`src/rtl/adu_pkg.sv`:
```
// ----------------------------------------------------------------------------
// Adam update package
// Field widths, register indexes and item kinds shared by the Adam update.
// ----------------------------------------------------------------------------
package adu_pkg;

  localparam int GRAD_W  = 40;  // batch-summed gradient, signed Q16.F
  localparam int WORD_W  = 32;  // weight, first moment and step scale
  localparam int DIV_N_W = 64;  // dividend width of the shared divider
  localparam int CFG_IDX_W = 3;

  typedef enum logic [CFG_IDX_W-1:0] {
    CFG_LEARN_RATE   = 3'd0,
    CFG_FIRST_DECAY  = 3'd1,
    CFG_SECOND_DECAY = 3'd2,
    CFG_DEN_FLOOR    = 3'd3,
    CFG_BATCH_SHIFT  = 3'd4
  } cfg_idx_e;

  typedef enum logic {
    OP_UPDATE = 1'b0,
    OP_START  = 1'b1
  } op_e;

endpackage

```
`src/rtl/adam_optimizer_update.sv`:
```
// ----------------------------------------------------------------------------
// Adam optimizer element update
// Fixed-point Adam step with bias correction, built on a bit-serial
// multiply-accumulate unit, a serial square root and a serial divider.
// ----------------------------------------------------------------------------
//  Channel   Direction  Contents
//  s_axis    in         tuser: opcode; tdata: grad_sum, first_moment,
//                       second_moment, weight
//  m_axis    out        tuser: clipped; tdata: new_first_moment,
//                       new_second_moment, new_weight
//  cfg       in         register index and data, written when cfg_we_i is high
//
//  One item is in work at a time. An update item's time is set by the
//  one-bit-per-cycle multiplier, which stops early on short operands, the
//  F+1 square root steps and the 64 divider steps. A start-step item gives
//  no result. A finished result sits in the output register while the next
//  item is taken. Reset clears the decay powers to one and the step scale
//  to zero.
// ----------------------------------------------------------------------------
module adam_optimizer_update #(
  parameter int FRAC_BITS          = 24,
  parameter int SECOND_MOMENT_BITS = 48
) (
  input  logic clk_i,
  input  logic rst_ni,

  input  logic s_axis_tvalid,
  output logic s_axis_tready,
  // grad_sum, first_moment, second_moment, weight (from bit 0 up)
  input  logic [((adu_pkg::GRAD_W + 2*adu_pkg::WORD_W + SECOND_MOMENT_BITS + 7)/8)*8-1:0]
               s_axis_tdata,
  // opcode
  input  logic s_axis_tuser,

  output logic m_axis_tvalid,
  input  logic m_axis_tready,
  // new_first_moment, new_second_moment, new_weight (from bit 0 up)
  output logic [((2*adu_pkg::WORD_W + SECOND_MOMENT_BITS + 7)/8)*8-1:0] m_axis_tdata,
  // clipped
  output logic m_axis_tuser,

  input  logic                          cfg_we_i,
  input  logic [adu_pkg::CFG_IDX_W-1:0] cfg_idx_i,
  input  logic [FRAC_BITS-1:0]          cfg_data_i
);

  localparam int F     = FRAC_BITS;
  localparam int S     = SECOND_MOMENT_BITS;
  localparam int GW    = adu_pkg::GRAD_W;
  localparam int WW    = adu_pkg::WORD_W;
  localparam int NW    = adu_pkg::DIV_N_W;
  localparam int OUT_W = ((2*WW + S + 7)/8)*8;
  localparam int ACC_W = F + 82;
  localparam int BW    = GW;
  localparam int SQ_W  = 2*F + 2;

  localparam int TERM_RSH = (3*F >= S) ? 3*F - S : 0;
  localparam int TERM_LSH = (3*F >= S) ? 0 : S - 3*F;
  localparam int ROOT_LSH = (2*F >= S) ? 2*F - S : 0;
  localparam int ROOT_RSH = (2*F >= S) ? 0 : S - 2*F;

  localparam logic [F:0]   ONE_FX    = {1'b1, {F{1'b0}}};
  localparam logic [F-1:0] LR_RST    = F'($rtoi(0.002 * (2.0 ** F)));
  localparam logic [F-1:0] B1_RST    = F'($rtoi(0.9 * (2.0 ** F)));
  localparam logic [F-1:0] B2_RST    = F'($rtoi(0.999 * (2.0 ** F)));
  localparam logic [F-1:0] EPS_RST   = F'(1);
  localparam logic [3:0]   SHIFT_RST = 4'd8;

  typedef enum logic [3:0] {
    ST_IDLE, ST_P1_MUL, ST_P2_MUL, ST_SC_SQRT, ST_SC_MUL, ST_SC_DIV,
    ST_SQ_MUL, ST_C2_MUL, ST_BV_MUL, ST_M1_MUL, ST_M2_MUL,
    ST_V_SQRT, ST_D_MUL, ST_D_DIV, ST_DONE
  } state_e;

  state_e state_q;

  // configuration and optimizer state
  logic [F-1:0] lr_q, b1_q, b2_q, eps_q;
  logic [3:0]   bshift_q;
  logic [F:0]   p1_q, p2_q;
  logic [WW-1:0] scale_q;

  // item operands and partial results
  logic [GW-1:0] gmag_q;
  logic          gneg_q;
  logic [WW-1:0] m_q, w_q, mnew_q;
  logic [S-1:0]  v_q, vnew_q;
  logic [S:0]    term_q;
  logic [F:0]    den_q;
  logic          clip_q;

  // serial multiply-accumulate
  logic [ACC_W-1:0] acc_q, mca_q, acc_next;
  logic [BW-1:0]    mcb_q;
  logic             sub_q;
  logic             in_mul, mul_done;

  // output register
  logic             m_valid_q;
  logic [OUT_W-1:0] m_data_q;
  logic             m_user_q;

  // shared units
  logic            sq_start_q, sq_done;
  logic [SQ_W-1:0] sq_arg_q;
  logic [F:0]      sq_root;
  logic            dv_start_q, dv_done;
  logic [NW-1:0]   dv_num_q, dv_quot;
  logic [F:0]      dv_den_q;

  // combinational helpers
  logic signed [GW-1:0] g_in;
  logic [WW-1:0]        m_in;
  logic [F:0]           c1, c2, p1_new, p2_new, d1, d2, den_sum;
  logic [S:0]           vsum;
  logic [ACC_W-1:0]     mwide;
  logic                 m_fits, mnew_pos, big_delta, w_fits;
  logic [WW-1:0]        mnew_sat, mnew_mag;
  logic signed [WW+2:0] wsum;
  logic [S+SQ_W-1:0]    vscaled;

  assign g_in    = $signed(s_axis_tdata[GW-1:0]) >>> bshift_q;
  assign m_in    = s_axis_tdata[GW +: WW];
  assign c1      = ONE_FX - {1'b0, b1_q};
  assign c2      = ONE_FX - {1'b0, b2_q};
  assign p1_new  = acc_q[F +: F+1];
  assign p2_new  = acc_q[F +: F+1];
  assign d1      = ONE_FX - p1_q;
  assign d2      = ONE_FX - p2_new;
  assign vsum    = {1'b0, acc_q[F +: S]} + term_q;
  assign den_sum = sq_root + {1'b0, eps_q};
  assign vscaled = ((S+SQ_W)'(vnew_q) << ROOT_LSH) >> ROOT_RSH;

  // the first moment is the floor of the signed sum over 2^F
  assign mwide    = ACC_W'($signed(acc_q) >>> F);
  assign m_fits   = (mwide[ACC_W-1:WW-1] == '0) || (mwide[ACC_W-1:WW-1] == '1);
  assign mnew_sat = m_fits ? mwide[WW-1:0]
                  : (mwide[ACC_W-1] ? {1'b1, {(WW-1){1'b0}}} : {1'b0, {(WW-1){1'b1}}});
  assign mnew_pos = !mnew_q[WW-1] && (mnew_q != '0);
  assign mnew_mag = mnew_q[WW-1] ? WW'(-mnew_q) : mnew_q;

  // a step above 2^33 pins the weight whatever its old value
  assign big_delta = (dv_quot[NW-1:34] != '0) || (dv_quot[33] && (dv_quot[32:0] != '0));
  assign wsum = mnew_pos ? ($signed({{3{w_q[WW-1]}}, w_q}) - $signed({1'b0, dv_quot[33:0]}))
                         : ($signed({{3{w_q[WW-1]}}, w_q}) + $signed({1'b0, dv_quot[33:0]}));
  assign w_fits = (wsum[WW+2:WW-1] == '0) || (wsum[WW+2:WW-1] == '1);

  assign in_mul   = (state_q == ST_P1_MUL) || (state_q == ST_P2_MUL) ||
                    (state_q == ST_SC_MUL) || (state_q == ST_SQ_MUL) ||
                    (state_q == ST_C2_MUL) || (state_q == ST_BV_MUL) ||
                    (state_q == ST_M1_MUL) || (state_q == ST_M2_MUL) ||
                    (state_q == ST_D_MUL);
  assign mul_done = (mcb_q == '0);
  assign acc_next = !mcb_q[0] ? acc_q : (sub_q ? acc_q - mca_q : acc_q + mca_q);

  adu_isqrt #(.RW(F + 1)) u_isqrt (
    .clk_i      (clk_i),
    .rst_ni     (rst_ni),
    .start_i    (sq_start_q),
    .radicand_i (sq_arg_q),
    .done_o     (sq_done),
    .root_o     (sq_root)
  );

  adu_div #(.NW(NW), .DW(F + 1)) u_div (
    .clk_i      (clk_i),
    .rst_ni     (rst_ni),
    .start_i    (dv_start_q),
    .dividend_i (dv_num_q),
    .divisor_i  (dv_den_q),
    .done_o     (dv_done),
    .quotient_o (dv_quot)
  );

  always_ff @(posedge clk_i or negedge rst_ni) begin
    if (!rst_ni) begin
      state_q    <= ST_IDLE;
      lr_q       <= LR_RST;
      b1_q       <= B1_RST;
      b2_q       <= B2_RST;
      eps_q      <= EPS_RST;
      bshift_q   <= SHIFT_RST;
      p1_q       <= ONE_FX;
      p2_q       <= ONE_FX;
      scale_q    <= '0;
      gmag_q     <= '0;
      gneg_q     <= 1'b0;
      m_q        <= '0;
      w_q        <= '0;
      v_q        <= '0;
      mnew_q     <= '0;
      vnew_q     <= '0;
      term_q     <= '0;
      den_q      <= '0;
      clip_q     <= 1'b0;
      acc_q      <= '0;
      mca_q      <= '0;
      mcb_q      <= '0;
      sub_q      <= 1'b0;
      m_valid_q  <= 1'b0;
      m_data_q   <= '0;
      m_user_q   <= 1'b0;
      sq_start_q <= 1'b0;
      sq_arg_q   <= '0;
      dv_start_q <= 1'b0;
      dv_num_q   <= '0;
      dv_den_q   <= '0;
    end else begin
      sq_start_q <= 1'b0;
      dv_start_q <= 1'b0;
      if (m_valid_q && m_axis_tready) begin
        m_valid_q <= 1'b0;
      end

      if (cfg_we_i) begin
        unique case (adu_pkg::cfg_idx_e'(cfg_idx_i))
          adu_pkg::CFG_LEARN_RATE:   lr_q     <= cfg_data_i;
          adu_pkg::CFG_FIRST_DECAY:  b1_q     <= cfg_data_i;
          adu_pkg::CFG_SECOND_DECAY: b2_q     <= cfg_data_i;
          adu_pkg::CFG_DEN_FLOOR:    eps_q    <= cfg_data_i;
          adu_pkg::CFG_BATCH_SHIFT:  bshift_q <= cfg_data_i[3:0];
          default: ;
        endcase
      end

      if (in_mul && !mul_done) begin
        acc_q <= acc_next;
        mca_q <= mca_q << 1;
        mcb_q <= mcb_q >> 1;
      end

      unique case (state_q)
        ST_IDLE: begin
          if (s_axis_tvalid) begin
            acc_q  <= '0;
            sub_q  <= 1'b0;
            clip_q <= 1'b0;
            if (adu_pkg::op_e'(s_axis_tuser) == adu_pkg::OP_START) begin
              mca_q   <= ACC_W'(p1_q);
              mcb_q   <= BW'(b1_q);
              state_q <= ST_P1_MUL;
            end else begin
              gmag_q  <= g_in[GW-1] ? GW'(-g_in) : GW'(g_in);
              gneg_q  <= g_in[GW-1];
              m_q     <= m_in;
              v_q     <= s_axis_tdata[GW+WW +: S];
              w_q     <= s_axis_tdata[GW+WW+S +: WW];
              mca_q   <= ACC_W'(g_in[GW-1] ? GW'(-g_in) : GW'(g_in));
              mcb_q   <= g_in[GW-1] ? GW'(-g_in) : GW'(g_in);
              state_q <= ST_SQ_MUL;
            end
          end
        end

        // start of an optimizer step
        ST_P1_MUL: begin
          if (mul_done) begin
            p1_q    <= p1_new;
            acc_q   <= '0;
            mca_q   <= ACC_W'(p2_q);
            mcb_q   <= BW'(b2_q);
            state_q <= ST_P2_MUL;
          end
        end
        ST_P2_MUL: begin
          if (mul_done) begin
            p2_q       <= p2_new;
            sq_arg_q   <= SQ_W'(d2) << F;
            sq_start_q <= 1'b1;
            state_q    <= ST_SC_SQRT;
          end
        end
        ST_SC_SQRT: begin
          if (sq_done) begin
            acc_q   <= '0;
            mca_q   <= ACC_W'(lr_q);
            mcb_q   <= BW'(sq_root);
            state_q <= ST_SC_MUL;
          end
        end
        ST_SC_MUL: begin
          if (mul_done) begin
            if (d1 == '0) begin
              scale_q <= (acc_q == '0) ? '0 : '1;
              state_q <= ST_IDLE;
            end else begin
              dv_num_q   <= acc_q[NW-1:0];
              dv_den_q   <= d1;
              dv_start_q <= 1'b1;
              state_q    <= ST_SC_DIV;
            end
          end
        end
        ST_SC_DIV: begin
          if (dv_done) begin
            scale_q <= (dv_quot[NW-1:WW] != '0) ? '1 : dv_quot[WW-1:0];
            state_q <= ST_IDLE;
          end
        end

        // element update
        ST_SQ_MUL: begin
          if (mul_done) begin
            mca_q   <= acc_q;
            acc_q   <= '0;
            mcb_q   <= BW'(c2);
            state_q <= ST_C2_MUL;
          end
        end
        ST_C2_MUL: begin
          if (mul_done) begin
            // an oversized gradient term forces the second moment to saturate
            if (acc_q[ACC_W-1:3*F] != '0) begin
              term_q <= {1'b1, {S{1'b0}}};
            end else begin
              term_q <= (S+1)'((acc_q >> TERM_RSH) << TERM_LSH);
            end
            acc_q   <= '0;
            mca_q   <= ACC_W'(v_q);
            mcb_q   <= BW'(b2_q);
            state_q <= ST_BV_MUL;
          end
        end
        ST_BV_MUL: begin
          if (mul_done) begin
            if (vsum[S]) begin
              vnew_q <= '1;
              clip_q <= 1'b1;
            end else begin
              vnew_q <= vsum[S-1:0];
            end
            acc_q   <= '0;
            mca_q   <= ACC_W'(m_q[WW-1] ? WW'(-m_q) : m_q);
            mcb_q   <= BW'(b1_q);
            sub_q   <= m_q[WW-1];
            state_q <= ST_M1_MUL;
          end
        end
        ST_M1_MUL: begin
          if (mul_done) begin
            mca_q   <= ACC_W'(gmag_q);
            mcb_q   <= BW'(c1);
            sub_q   <= gneg_q;
            state_q <= ST_M2_MUL;
          end
        end
        ST_M2_MUL: begin
          if (mul_done) begin
            mnew_q <= mnew_sat;
            if (!m_fits) begin
              clip_q <= 1'b1;
            end
            sq_arg_q   <= vscaled[SQ_W-1:0];
            sq_start_q <= 1'b1;
            state_q    <= ST_V_SQRT;
          end
        end
        ST_V_SQRT: begin
          if (sq_done) begin
            den_q   <= (den_sum == '0) ? (F+1)'(1) : den_sum;
            acc_q   <= '0;
            sub_q   <= 1'b0;
            mca_q   <= ACC_W'(scale_q);
            mcb_q   <= BW'(mnew_mag);
            state_q <= ST_D_MUL;
          end
        end
        ST_D_MUL: begin
          if (mul_done) begin
            dv_num_q   <= acc_q[NW-1:0];
            dv_den_q   <= den_q;
            dv_start_q <= 1'b1;
            state_q    <= ST_D_DIV;
          end
        end
        ST_D_DIV: begin
          if (dv_done) begin
            if (big_delta) begin
              clip_q <= 1'b1;
              w_q    <= mnew_pos ? {1'b1, {(WW-1){1'b0}}} : {1'b0, {(WW-1){1'b1}}};
            end else if (!w_fits) begin
              clip_q <= 1'b1;
              w_q    <= wsum[WW+2] ? {1'b1, {(WW-1){1'b0}}} : {1'b0, {(WW-1){1'b1}}};
            end else begin
              w_q <= wsum[WW-1:0];
            end
            state_q <= ST_DONE;
          end
        end
        ST_DONE: begin
          if (!m_valid_q || m_axis_tready) begin
            m_valid_q <= 1'b1;
            m_data_q  <= OUT_W'({w_q, vnew_q, mnew_q});
            m_user_q  <= clip_q;
            state_q   <= ST_IDLE;
          end
        end
        default: state_q <= ST_IDLE;
      endcase
    end
  end

  assign s_axis_tready = (state_q == ST_IDLE);
  assign m_axis_tvalid = m_valid_q;
  assign m_axis_tdata  = m_data_q;
  assign m_axis_tuser  = m_user_q;

endmodule

```
`src/rtl/adu_isqrt.sv`:
```
// ----------------------------------------------------------------------------
// Bit-serial integer square root
// Restoring square root, one result bit per cycle, floor of the root.
// ----------------------------------------------------------------------------
module adu_isqrt #(
  parameter int RW = 25
) (
  input  logic            clk_i,
  input  logic            rst_ni,
  input  logic            start_i,
  input  logic [2*RW-1:0] radicand_i,
  output logic            done_o,
  output logic [RW-1:0]   root_o
);

  localparam int CW = $clog2(RW + 1);

  logic [2*RW-1:0] rad_q;
  logic [RW:0]     rem_q;
  logic [RW-1:0]   root_q;
  logic [CW-1:0]   cnt_q;
  logic            busy_q;
  logic            done_q;

  logic [RW+2:0] rem_sh;
  logic [RW+2:0] trial;
  logic          take;

  assign rem_sh = {rem_q, rad_q[2*RW-1 -: 2]};
  assign trial  = {1'b0, root_q, 2'b01};
  assign take   = (rem_sh >= trial);

  always_ff @(posedge clk_i or negedge rst_ni) begin
    if (!rst_ni) begin
      rad_q  <= '0;
      rem_q  <= '0;
      root_q <= '0;
      cnt_q  <= '0;
      busy_q <= 1'b0;
      done_q <= 1'b0;
    end else begin
      done_q <= 1'b0;
      if (start_i) begin
        rad_q  <= radicand_i;
        rem_q  <= '0;
        root_q <= '0;
        cnt_q  <= CW'(RW);
        busy_q <= 1'b1;
      end else if (busy_q) begin
        rad_q <= rad_q << 2;
        if (take) begin
          rem_q  <= (RW+1)'(rem_sh - trial);
          root_q <= {root_q[RW-2:0], 1'b1};
        end else begin
          rem_q  <= rem_sh[RW:0];
          root_q <= {root_q[RW-2:0], 1'b0};
        end
        cnt_q <= cnt_q - 1'b1;
        if (cnt_q == CW'(1)) begin
          busy_q <= 1'b0;
          done_q <= 1'b1;
        end
      end
    end
  end

  assign done_o = done_q;
  assign root_o = root_q;

endmodule

```
`src/rtl/adu_div.sv`:
```
// ----------------------------------------------------------------------------
// Bit-serial unsigned divider
// Restoring division, one quotient bit per cycle; the divisor must be nonzero.
// ----------------------------------------------------------------------------
module adu_div #(
  parameter int NW = 64,
  parameter int DW = 25
) (
  input  logic          clk_i,
  input  logic          rst_ni,
  input  logic          start_i,
  input  logic [NW-1:0] dividend_i,
  input  logic [DW-1:0] divisor_i,
  output logic          done_o,
  output logic [NW-1:0] quotient_o
);

  localparam int CW = $clog2(NW + 1);

  logic [NW-1:0] num_q;
  logic [DW-1:0] div_q;
  logic [DW-1:0] rem_q;
  logic [CW-1:0] cnt_q;
  logic          busy_q;
  logic          done_q;

  logic [DW:0] rem_sh;
  logic        take;

  assign rem_sh = {rem_q, num_q[NW-1]};
  assign take   = (rem_sh >= {1'b0, div_q});

  always_ff @(posedge clk_i or negedge rst_ni) begin
    if (!rst_ni) begin
      num_q  <= '0;
      div_q  <= '0;
      rem_q  <= '0;
      cnt_q  <= '0;
      busy_q <= 1'b0;
      done_q <= 1'b0;
    end else begin
      done_q <= 1'b0;
      if (start_i) begin
        num_q  <= dividend_i;
        div_q  <= divisor_i;
        rem_q  <= '0;
        cnt_q  <= CW'(NW);
        busy_q <= 1'b1;
      end else if (busy_q) begin
        if (take) begin
          rem_q <= DW'(rem_sh - {1'b0, div_q});
        end else begin
          rem_q <= rem_sh[DW-1:0];
        end
        num_q <= {num_q[NW-2:0], take};
        cnt_q <= cnt_q - 1'b1;
        if (cnt_q == CW'(1)) begin
          busy_q <= 1'b0;
          done_q <= 1'b1;
        end
      end
    end
  end

  assign done_o     = done_q;
  assign quotient_o = num_q;

endmodule
```
`config.mk`:
```
export PLATFORM = sky130hd
export DESIGN_NAME = adam_optimizer_update
export DESIGN_NICKNAME = d
export VERILOG_FILES = /design/src/rtl/adu_pkg.sv /design/src/rtl/adam_optimizer_update.sv /design/src/rtl/adu_isqrt.sv /design/src/rtl/adu_div.sv
export SDC_FILE = /design/constraint.sdc
export NUM_CORES = 2
export LEC_CHECK = 0
export BUFFER_PORTS_ARGS = -buffer_cell sky130_fd_sc_hd__clkbuf_2
export CORE_ASPECT_RATIO = 1.5
export CORE_UTILIZATION = 42
export DETAILED_ROUTE_END_ITERATION = 8
export PLACE_DENSITY = 0.59
export SLEW_MARGIN = 20
export SYNTH_ARGS = -nofsm -noshare
export SYNTH_HDL_FRONTEND = slang
export SYNTH_SLANG_ARGS = --single-unit
```
`constraint.sdc`:
```
create_clock -name clk_i -period 5.78 [get_ports clk_i]
set_clock_uncertainty 0.1 [all_clocks]
set_input_delay 0 -clock clk_i [delete_from_list [all_inputs] [get_ports clk_i]]
set_output_delay 0 -clock clk_i [all_outputs]
set_load 0.1 [all_outputs]
```
# ---- Word level (Yosys, flattened, before mapping)
# Cells that the tools add are included.
dict set report totals {
  ff_bits 1233
  word_cells 302
}
dict set report op_classes {
  add_sub_neg 17
  n_lt_le_gt_ge 2
  eq_ne 43
  shift 1
  n_mux 131
  n_bitwise 1
  reduce_logical 64
}
# operator count
set op_table {}
lappend op_table {{two-way mux 106 bit} 17}
lappend op_table {{case mux 106 bit (8 select lines)} 1}
lappend op_table {{two-way mux 32 bit} 16}
lappend op_table {{two-way mux 40 bit} 10}
lappend op_table {{two-way mux 64 bit} 5}
lappend op_table {{case mux 106 bit (3 select lines)} 1}
lappend op_table {{case mux 40 bit (7 select lines)} 1}
lappend op_table {{two-way mux 25 bit} 9}
lappend op_table {{two-way mux 50 bit} 4}
lappend op_table {{case mux 32 bit (2 select lines)} 2}
lappend op_table {{case mux 64 bit (2 select lines)} 1}
lappend op_table {{adder 106 bit} 1}
lappend op_table {{logical NOT 106 bit} 1}
lappend op_table {{subtractor 106 bit} 1}
lappend op_table {{case mux 50 bit (2 select lines)} 1}
lappend op_table {{two-way mux 26 bit} 3}
lappend op_table {{equality test 75 bit (second input constant)} 1}
lappend op_table {{logical NOT 75 bit} 1}
lappend op_table {{negation 32 bit} 2}
lappend op_table {{nonzero test 32 bit} 2}
lappend op_table {{two-way mux 4 bit} 15}
lappend op_table {{case mux 4 bit (15 select lines)} 1}
lappend op_table {{logical NOT 25 bit} 2}
lappend op_table {{case mux 25 bit (2 select lines)} 1}
lappend op_table {{55 further kinds} 160}

# ---- Longest topological paths before layout
dict set report depth {
  depth_word 13
  ltp_mapped 24
  ltp_nobuf 21
}

# ---- Cells and area by module
# From an unflattened synthesis, not the netlist that was laid out.
dict set report unflattened {
  hier_cells 8977
  hier_area_um2 78462.8
}
# module instances cells_per_inst area_each_um2 seq_area_each_um2
set by_module_without_submodules {}
lappend by_module_without_submodules {adam_optimizer_update 1 7544 65197.5 25100.3}
lappend by_module_without_submodules {adu_div 1 728 6787.8 3078.0}
lappend by_module_without_submodules {adu_isqrt 1 705 6477.5 2702.6}

# ---- Worst setup path after synthesis
# Ideal clock, no wire load.
dict set report synth_timing {
  path_type {reg2reg}
  startpoint {reg mnew_q[15]}
  endpoint {reg w_q[23]}
  setup_time_ps 86
  t_arrival_ps 5538
  required_time_ps 5594
  setup_slack_ps 56
  path_stages_with_launch 22
  path_buffers 4
  period_less_slack_ps 5724
  path_cell_list {dfrtp_1 > or3_1 > or3_1 > nor4_1 > a31o_2 > clkbuf_1 > o41ai_1 > xor2_1 > ha_1 > clkbuf_1 > a21o_1 > a21o_1 > a221oi_1 > o21ai_0 > a31o_2 > or3_1 > a211o_1 > o22ai_1 > clkbuf_1 > clkbuf_1 > a21oi_1 > nor3_1}
}
dict set report synth_via {
  elab_chain_cells 9
}
# item line_no
set synth_lines {}
lappend synth_lines {{from (decl)} adam_optimizer_update.sv:86} ;# logic [WW-1:0] m_q, w_q, mnew_q;
lappend synth_lines {{from (signal assigned)} adam_optimizer_update.sv:349} ;# mnew_q <= mnew_sat;
lappend synth_lines {{nonzero test 32 bit *} adam_optimizer_update.sv:139} ;# assign mnew_pos = !mnew_q[WW-1] && (mnew_q != '0);
lappend synth_lines {{logical AND 1 bit *} adam_optimizer_update.sv:139}
lappend synth_lines {{two-way mux 35 bit} adam_optimizer_update.sv:144} ;# assign wsum = mnew_pos ? ($signed({{3{w_q[WW-1]}}, w_q}) - $signed({1'b0, dv_quot[33:0]}))
lappend synth_lines {{equality test 4 bit or logical NOT 4 bit (tied branches)} adam_optimizer_update.sv:146} ;# assign w_fits = (wsum[WW+2:WW-1] == '0) || (wsum[WW+2:WW-1] == '1);
lappend synth_lines {{logical OR 1 bit} adam_optimizer_update.sv:146}
lappend synth_lines {{two-way mux 32 bit} adam_optimizer_update.sv:381} ;# end else if (!w_fits) begin
lappend synth_lines {{two-way mux 32 bit *} adam_optimizer_update.sv:378} ;# if (big_delta) begin
lappend synth_lines {{two-way mux 32 bit *} adam_optimizer_update.sv:377} ;# if (dv_done) begin
lappend synth_lines {{case mux 32 bit (2 select lines) *} adam_optimizer_update.sv:232} ;# unique case (state_q)
lappend synth_lines {{to (signal assigned)} adam_optimizer_update.sv:380} ;# w_q <= mnew_pos ? {1'b1, {(WW-1){1'b0}}} : {1'b0, {(WW-1){1'b1}}};
lappend synth_lines {{to (signal assigned)} adam_optimizer_update.sv:383} ;# w_q <= wsum[WW+2] ? {1'b1, {(WW-1){1'b0}}} : {1'b0, {(WW-1){1'b1}}};
lappend synth_lines {{to (signal assigned)} adam_optimizer_update.sv:385} ;# w_q <= wsum[WW-1:0];
lappend synth_lines {{to (decl)} adam_optimizer_update.sv:86}
# Mark *: on every way between the ends. The rest lies on a longest branch, timed or not. The select of a mux whose other input is x is not followed.
# A chain may end at the register's enable or synchronous reset.

# ---- Final worst setup path
dict set report layout_timing {
  startpoint {reg mca_q[63]}
  endpoint {reg acc_q[105]}
}
dict set report layout_via {
  elab_chain_cells 6
}
# item line_no
set layout_lines {}
lappend layout_lines {{from (decl)} adam_optimizer_update.sv:93} ;# logic [ACC_W-1:0] acc_q, mca_q, acc_next;
lappend layout_lines {{from (signal assigned)} adam_optimizer_update.sv:228} ;# mca_q <= mca_q << 1;
lappend layout_lines {{from (signal assigned)} adam_optimizer_update.sv:239} ;# mca_q <= ACC_W'(p1_q);
lappend layout_lines {{from (signal assigned)} adam_optimizer_update.sv:248} ;# mca_q <= ACC_W'(g_in[GW-1] ? GW'(-g_in) : GW'(g_in));
lappend layout_lines {{adder 106 bit or subtractor 106 bit (tied branches)} adam_optimizer_update.sv:154} ;# assign acc_next = !mcb_q[0] ? acc_q : (sub_q ? acc_q - mca_q : acc_q + mca_q);
lappend layout_lines {{two-way mux 106 bit * (2 in series)} adam_optimizer_update.sv:154}
lappend layout_lines {{two-way mux 106 bit *} adam_optimizer_update.sv:226} ;# if (in_mul && !mul_done) begin
lappend layout_lines {{two-way mux 106 bit, on equally long branches} n/a}
lappend layout_lines {{case mux 106 bit (3 select lines) *} adam_optimizer_update.sv:232}
lappend layout_lines {{to (signal assigned)} adam_optimizer_update.sv:227} ;# acc_q <= acc_next;
lappend layout_lines {{to (decl)} adam_optimizer_update.sv:93}
# Mark *: on every way between the ends. The rest lies on a longest branch, timed or not.

==> summary.txt <==
Clock tree
  • Worst-path clk slew: 0.06 ns
  • CTS tree: done
  • CTS max path bufs: 4
  • Root buf cell: clkbuf_16
  • H-tree levels: 4
  • Num CTS Buffers: 143
  • Clock Latency Late Sink: 0.83 ns
  • Clock Sinks: 1232

Logic synthesis
  • Avg Cell Area, Syn: 8.577 µm²
  • Synth cell types: 93
  • Sequential element share of the synthesized area: 39.29%
  • Syn Inst Count: 9163
  • Synth Area in Compound Gates: 19.22%
  • Yosys warnings: 0
  • Post-synth EDFFs: 0
  • Post-Syn Nets: 9630
  • Async SR Flop Fraction: 100.0%
  • Post-synthesis adder-cell area fraction: 4.537%
  • #FFs+latches synth: 1232
  • Main synth FF type: dfrtp_1
  • Largest family of logic cells by synthesized area: compound AO/OA/AOI/OAI gates
  • Post-synthesis mux area share: 8.529%
  • Simple logic cell fraction of the synthesized area: 18.64%
  • Syn Std Cell Area: 78590 µm²
  • Xor and xnor area share after synthesis: 5.840%

Min path
  • Hold depth: 6
  • Hold path start: s_axis_tdata[3]
  • WHS Endpoint: gmag_q[3]$_DFFE_PN0P_
  • Hold Crit Class: in2reg

Worst setup path
  • Crit path capture type: flip-flop
  • Capturing point of the worst reg2reg path: acc_q[105]$_DFF_PN0_
  • Cell mode on critical path: or4_1
  • CP Depth: 20
  • CP arrival: 6.28 ns
  • Worst R2R Start: mca_q[63]$_DFF_PN0_
  • Worst setup path class: reg2reg
  • Worst Setup Start Kind: flip-flop
  • CP top delay family: simple AND/OR/NAND/NOR gates
  • Cell at the slowest stage of the critical path: or4_1
  • Worst-path fanout max: 4
  • R2R cell count: 20
  • Crit path required time: 6.38 ns
  • CP bufs+invs: 2
  • Worst path cell trace: or4_1 > or4_1 > or4_1 > buf_4 > nor2_1 > and3_1 > a21oi_1 > nor2_1 > xnor2_1 > ha_1 > inv_1 > o21bai_1 > a21oi_2 > o21ai_1 > a221o_1 > nand3_1 > nand2_1 > or4_1 > and3_1 > a211o_1
  • Worst path max stage delay: 0.61 ns
  • Worst reg2reg setup slack: 0.09 ns

Cells and area
  • Final Net Count: 10500
  • Final core utilization: 51.20%
  • Final cell count without fillers: 12590
  • Layout cell share with drive strength beyond 1: 18.24%
  • Area growth syn-to-layout: 21.13%
  • Commonest non-fill, non-tap cells in the layout: 1553 x nand2_1, 1183 x dfrtp_1, 829 x a21oi_1
  • Most common cell after layout, fill and taps aside: nand2_1

Placed design
  • Placed Cells: 12030
  • Port bufs: 299
  • Detailed Place HPWL: 245.3 mm
  • Final GP Congestion: 1.034

Global route
  • Global-route wire length before repair: 488.8 mm
  • Antenna violations before repair: 15
  • GRT overflow: 0
  • Number of global-route vias before repair: 74730
  • Pin count of the biggest net entering global routing: 192
  • Gr usage total: 34.36%

STA
  • Min cycle time layout: 5.687 ns
  • Final hold vios: 0
  • Slew Limit Fails: 0
  • Unrepaired setup endpoints after global routing: true
  • Final setup viols: 0
  • Tightest Pin Transition: 1.233 ns
  • Setup TNS: 0 ns
  • Slew HR: 16.96%
  • Hold WS: 0.03715 ns
  • Tcrit/Tclk final: 98.38%
  • Fmax: 175.9 MHz

Die
  • Core area: 185900 µm²
  • Die area: 188900 µm²
  • FP Rows: 194
  • # IOs: 300
  • Die height: 531.8 µm
  • Initial Utilization: 42.27%
  • DIE WIDTH: 355.2 µm

Route
  • Aggregate routed wire length: 330.6 mm
  • Drt first pass iters: 8
  • Drt initial violations: 7262
  • Final ANT Viol Nets: 0
  • Wire length per cell: 26.26 µm
  • DRC: 0
  • Routed vias: 75440
  • DR vias/cell: 5.992

Power and ir drop
  • Total design power: 0.02316 W
  • LEAKAGE: 44.72 nW
  • VDD IR max: 0.2514 mV
  • Pwr dens: 243.3 nW/µm²

Run status
  • Status: complete, no violations

Flow run
  • Max_cap viols: 0
[registers in the layout, summed over array words and instances (netlist names), 26 cells and up]
signal / flops
m_axis_tdata: 112
acc_q: 106
mca_q: 106
dv_num_q: 64
u_div.quotient_o: 64
u_isqrt.rad_q: 50
sq_arg_q: 49
term_q: 49
v_q: 48
vnew_q: 48
gmag_q: 40
mcb_q: 40
m_q: 32
mnew_q: 32
scale_q: 32
w_q: 32
u_isqrt.rem_q: 26
[per-layer routing]
metal / track usage (%) / wire length, µm
met2: 57.03 / 156100
met5: 0 / 53
met4: 20.14 / 23160
met1: 42.04 / 128500
met3: 5.330 / 22790
[cells in the mapped netlist, types with 18 or more instances]
library cell | count | share of area (%)
nand2_1 | 1561 | 7.5
dfrtp_1 | 1191 | 38
a21oi_1 | 847 | 5.4
nor2_1 | 778 | 3.7
o21ai_0 | 582 | 3.7
clkbuf_1 | 532 | 2.5
xnor2_1 | 315 | 3.5
ha_1 | 277 | 4.4
mux2_2 | 273 | 3.9
mux2i_1 | 232 | 3.0
nor3_1 | 231 | 1.5
xor2_1 | 209 | 2.3
inv_1 | 187 | 0.89
a21o_1 | 161 | 1.5
nand3_1 | 143 | 0.91
nand4_1 | 105 | 0.84
nor4_1 | 99 | 0.79
a211oi_1 | 93 | 0.89
a31oi_1 | 88 | 0.70
o31ai_1 | 85 | 0.81
o22ai_1 | 66 | 0.53
or3_1 | 66 | 0.53
nand2b_1 | 61 | 0.49
a221oi_1 | 60 | 0.67
mux4_2 | 58 | 1.7
buf_1 | 57 | 0.27
nor2b_1 | 43 | 0.34
dfstp_2 | 41 | 1.4
or4_1 | 41 | 0.39
o21a_1 | 40 | 0.38
o21bai_1 | 40 | 0.38
o211ai_1 | 38 | 0.36
a22o_1 | 37 | 0.41
and3_1 | 36 | 0.29
o221ai_1 | 35 | 0.39
and2_1 | 28 | 0.22
a22oi_1 | 27 | 0.26
a21boi_0 | 25 | 0.24
or2_2 | 25 | 0.20
a222oi_1 | 24 | 0.31
a311oi_1 | 21 | 0.23
nand2_2 | 21 | 0.17
o2111ai_1 | 20 | 0.22
o41ai_1 | 18 | 0.20
[worst reg2reg max path, cell delays in order, from the launching register on]
cell,delay [ns]
dfrtp_1,0.37
or4_1,0.61
or4_1,0.47
or4_1,0.52
buf_4,0.18
nor2_1,0.28
and3_1,0.29
a21oi_1,0.09
nor2_1,0.37
xnor2_1,0.17
ha_1,0.26
inv_1,0.07
o21bai_1,0.09
a21oi_2,0.16
o21ai_1,0.11
a221o_1,0.35
nand3_1,0.10
nand2_1,0.07
or4_1,0.49
and3_1,0.20
a211o_1,0.26
[stage by stage]
step	area (µm²)	setup WS, ns
floorplan	78590	0.05593
global route	95190	-0.08754
CTS	94600	0.001680
global placement	86790	-0.5142
detailed placement	86790	-0.5574
finish	95200	0.09340
[how the worst max path moves through the flow]
| stage | from | endpoint | slack [ns] |
|---|---|---|---|
| global route | mca_q[5]$_DFF_PN0_ | acc_q[105]$_DFF_PN0_ | -0.09 |
| detailed placement | mca_q[14]$_DFF_PN0_ | acc_q[94]$_DFF_PN0_ | -0.56 |
| global placement | mca_q[13]$_DFF_PN0_ | acc_q[94]$_DFF_PN0_ | -0.51 |
| floorplan | mnew_q[15]$_DFFE_PN0P_ | w_q[23]$_DFFE_PN0P_ | 0.06 |
| CTS | mca_q[39]$_DFF_PN0_ | acc_q[105]$_DFF_PN0_ | 0.002 |
| finish | mca_q[63]$_DFF_PN0_ | acc_q[105]$_DFF_PN0_ | 0.09 |
[cell type report]
class,count,area (µm²)
Antenna cell,5,12.51
Clock buffer,200,4088
Clock inverter,47,616.8
Fill cell,17630,90740
Inverter,193,724.4
Multi-Input combinational cell,7126,45400
Sequential cell,1232,30910
Tap cell,2450,3065
Timing Repair Buffer,1337,10380
[power breakdown]
group | total, W | internal [W] | switching, W
Combinational | 0.00394 | 0.00160 | 0.00234
Sequential | 0.00977 | 0.00909 | 0.000681
Clock | 0.00944 | 0.00552 | 0.00392
[cell families (layout without fill, tap and decap cells)]
kind of cell / after synthesis / in the layout
mux: 563 / 563
simple gates: 3313 / 3313
xor+xnor: 524 / 524
flops: 1232 / 1232
fa+ha+maj: 282 / 282
buf+inv: 805 / 1777
compound gates: 2444 / 2444
other cells: 0 / 5
[timing repair]
item	CTS	global route
buffers inserted	2	13
cloned	0	1
endpoints found under the setup margin	37	73
pin swaps	6	32
gates resized for setup	28	98
hold buffers	293	0
endpoints found under the hold margin	785	0
Note: power is estimated with default switching activity, not from simulation.
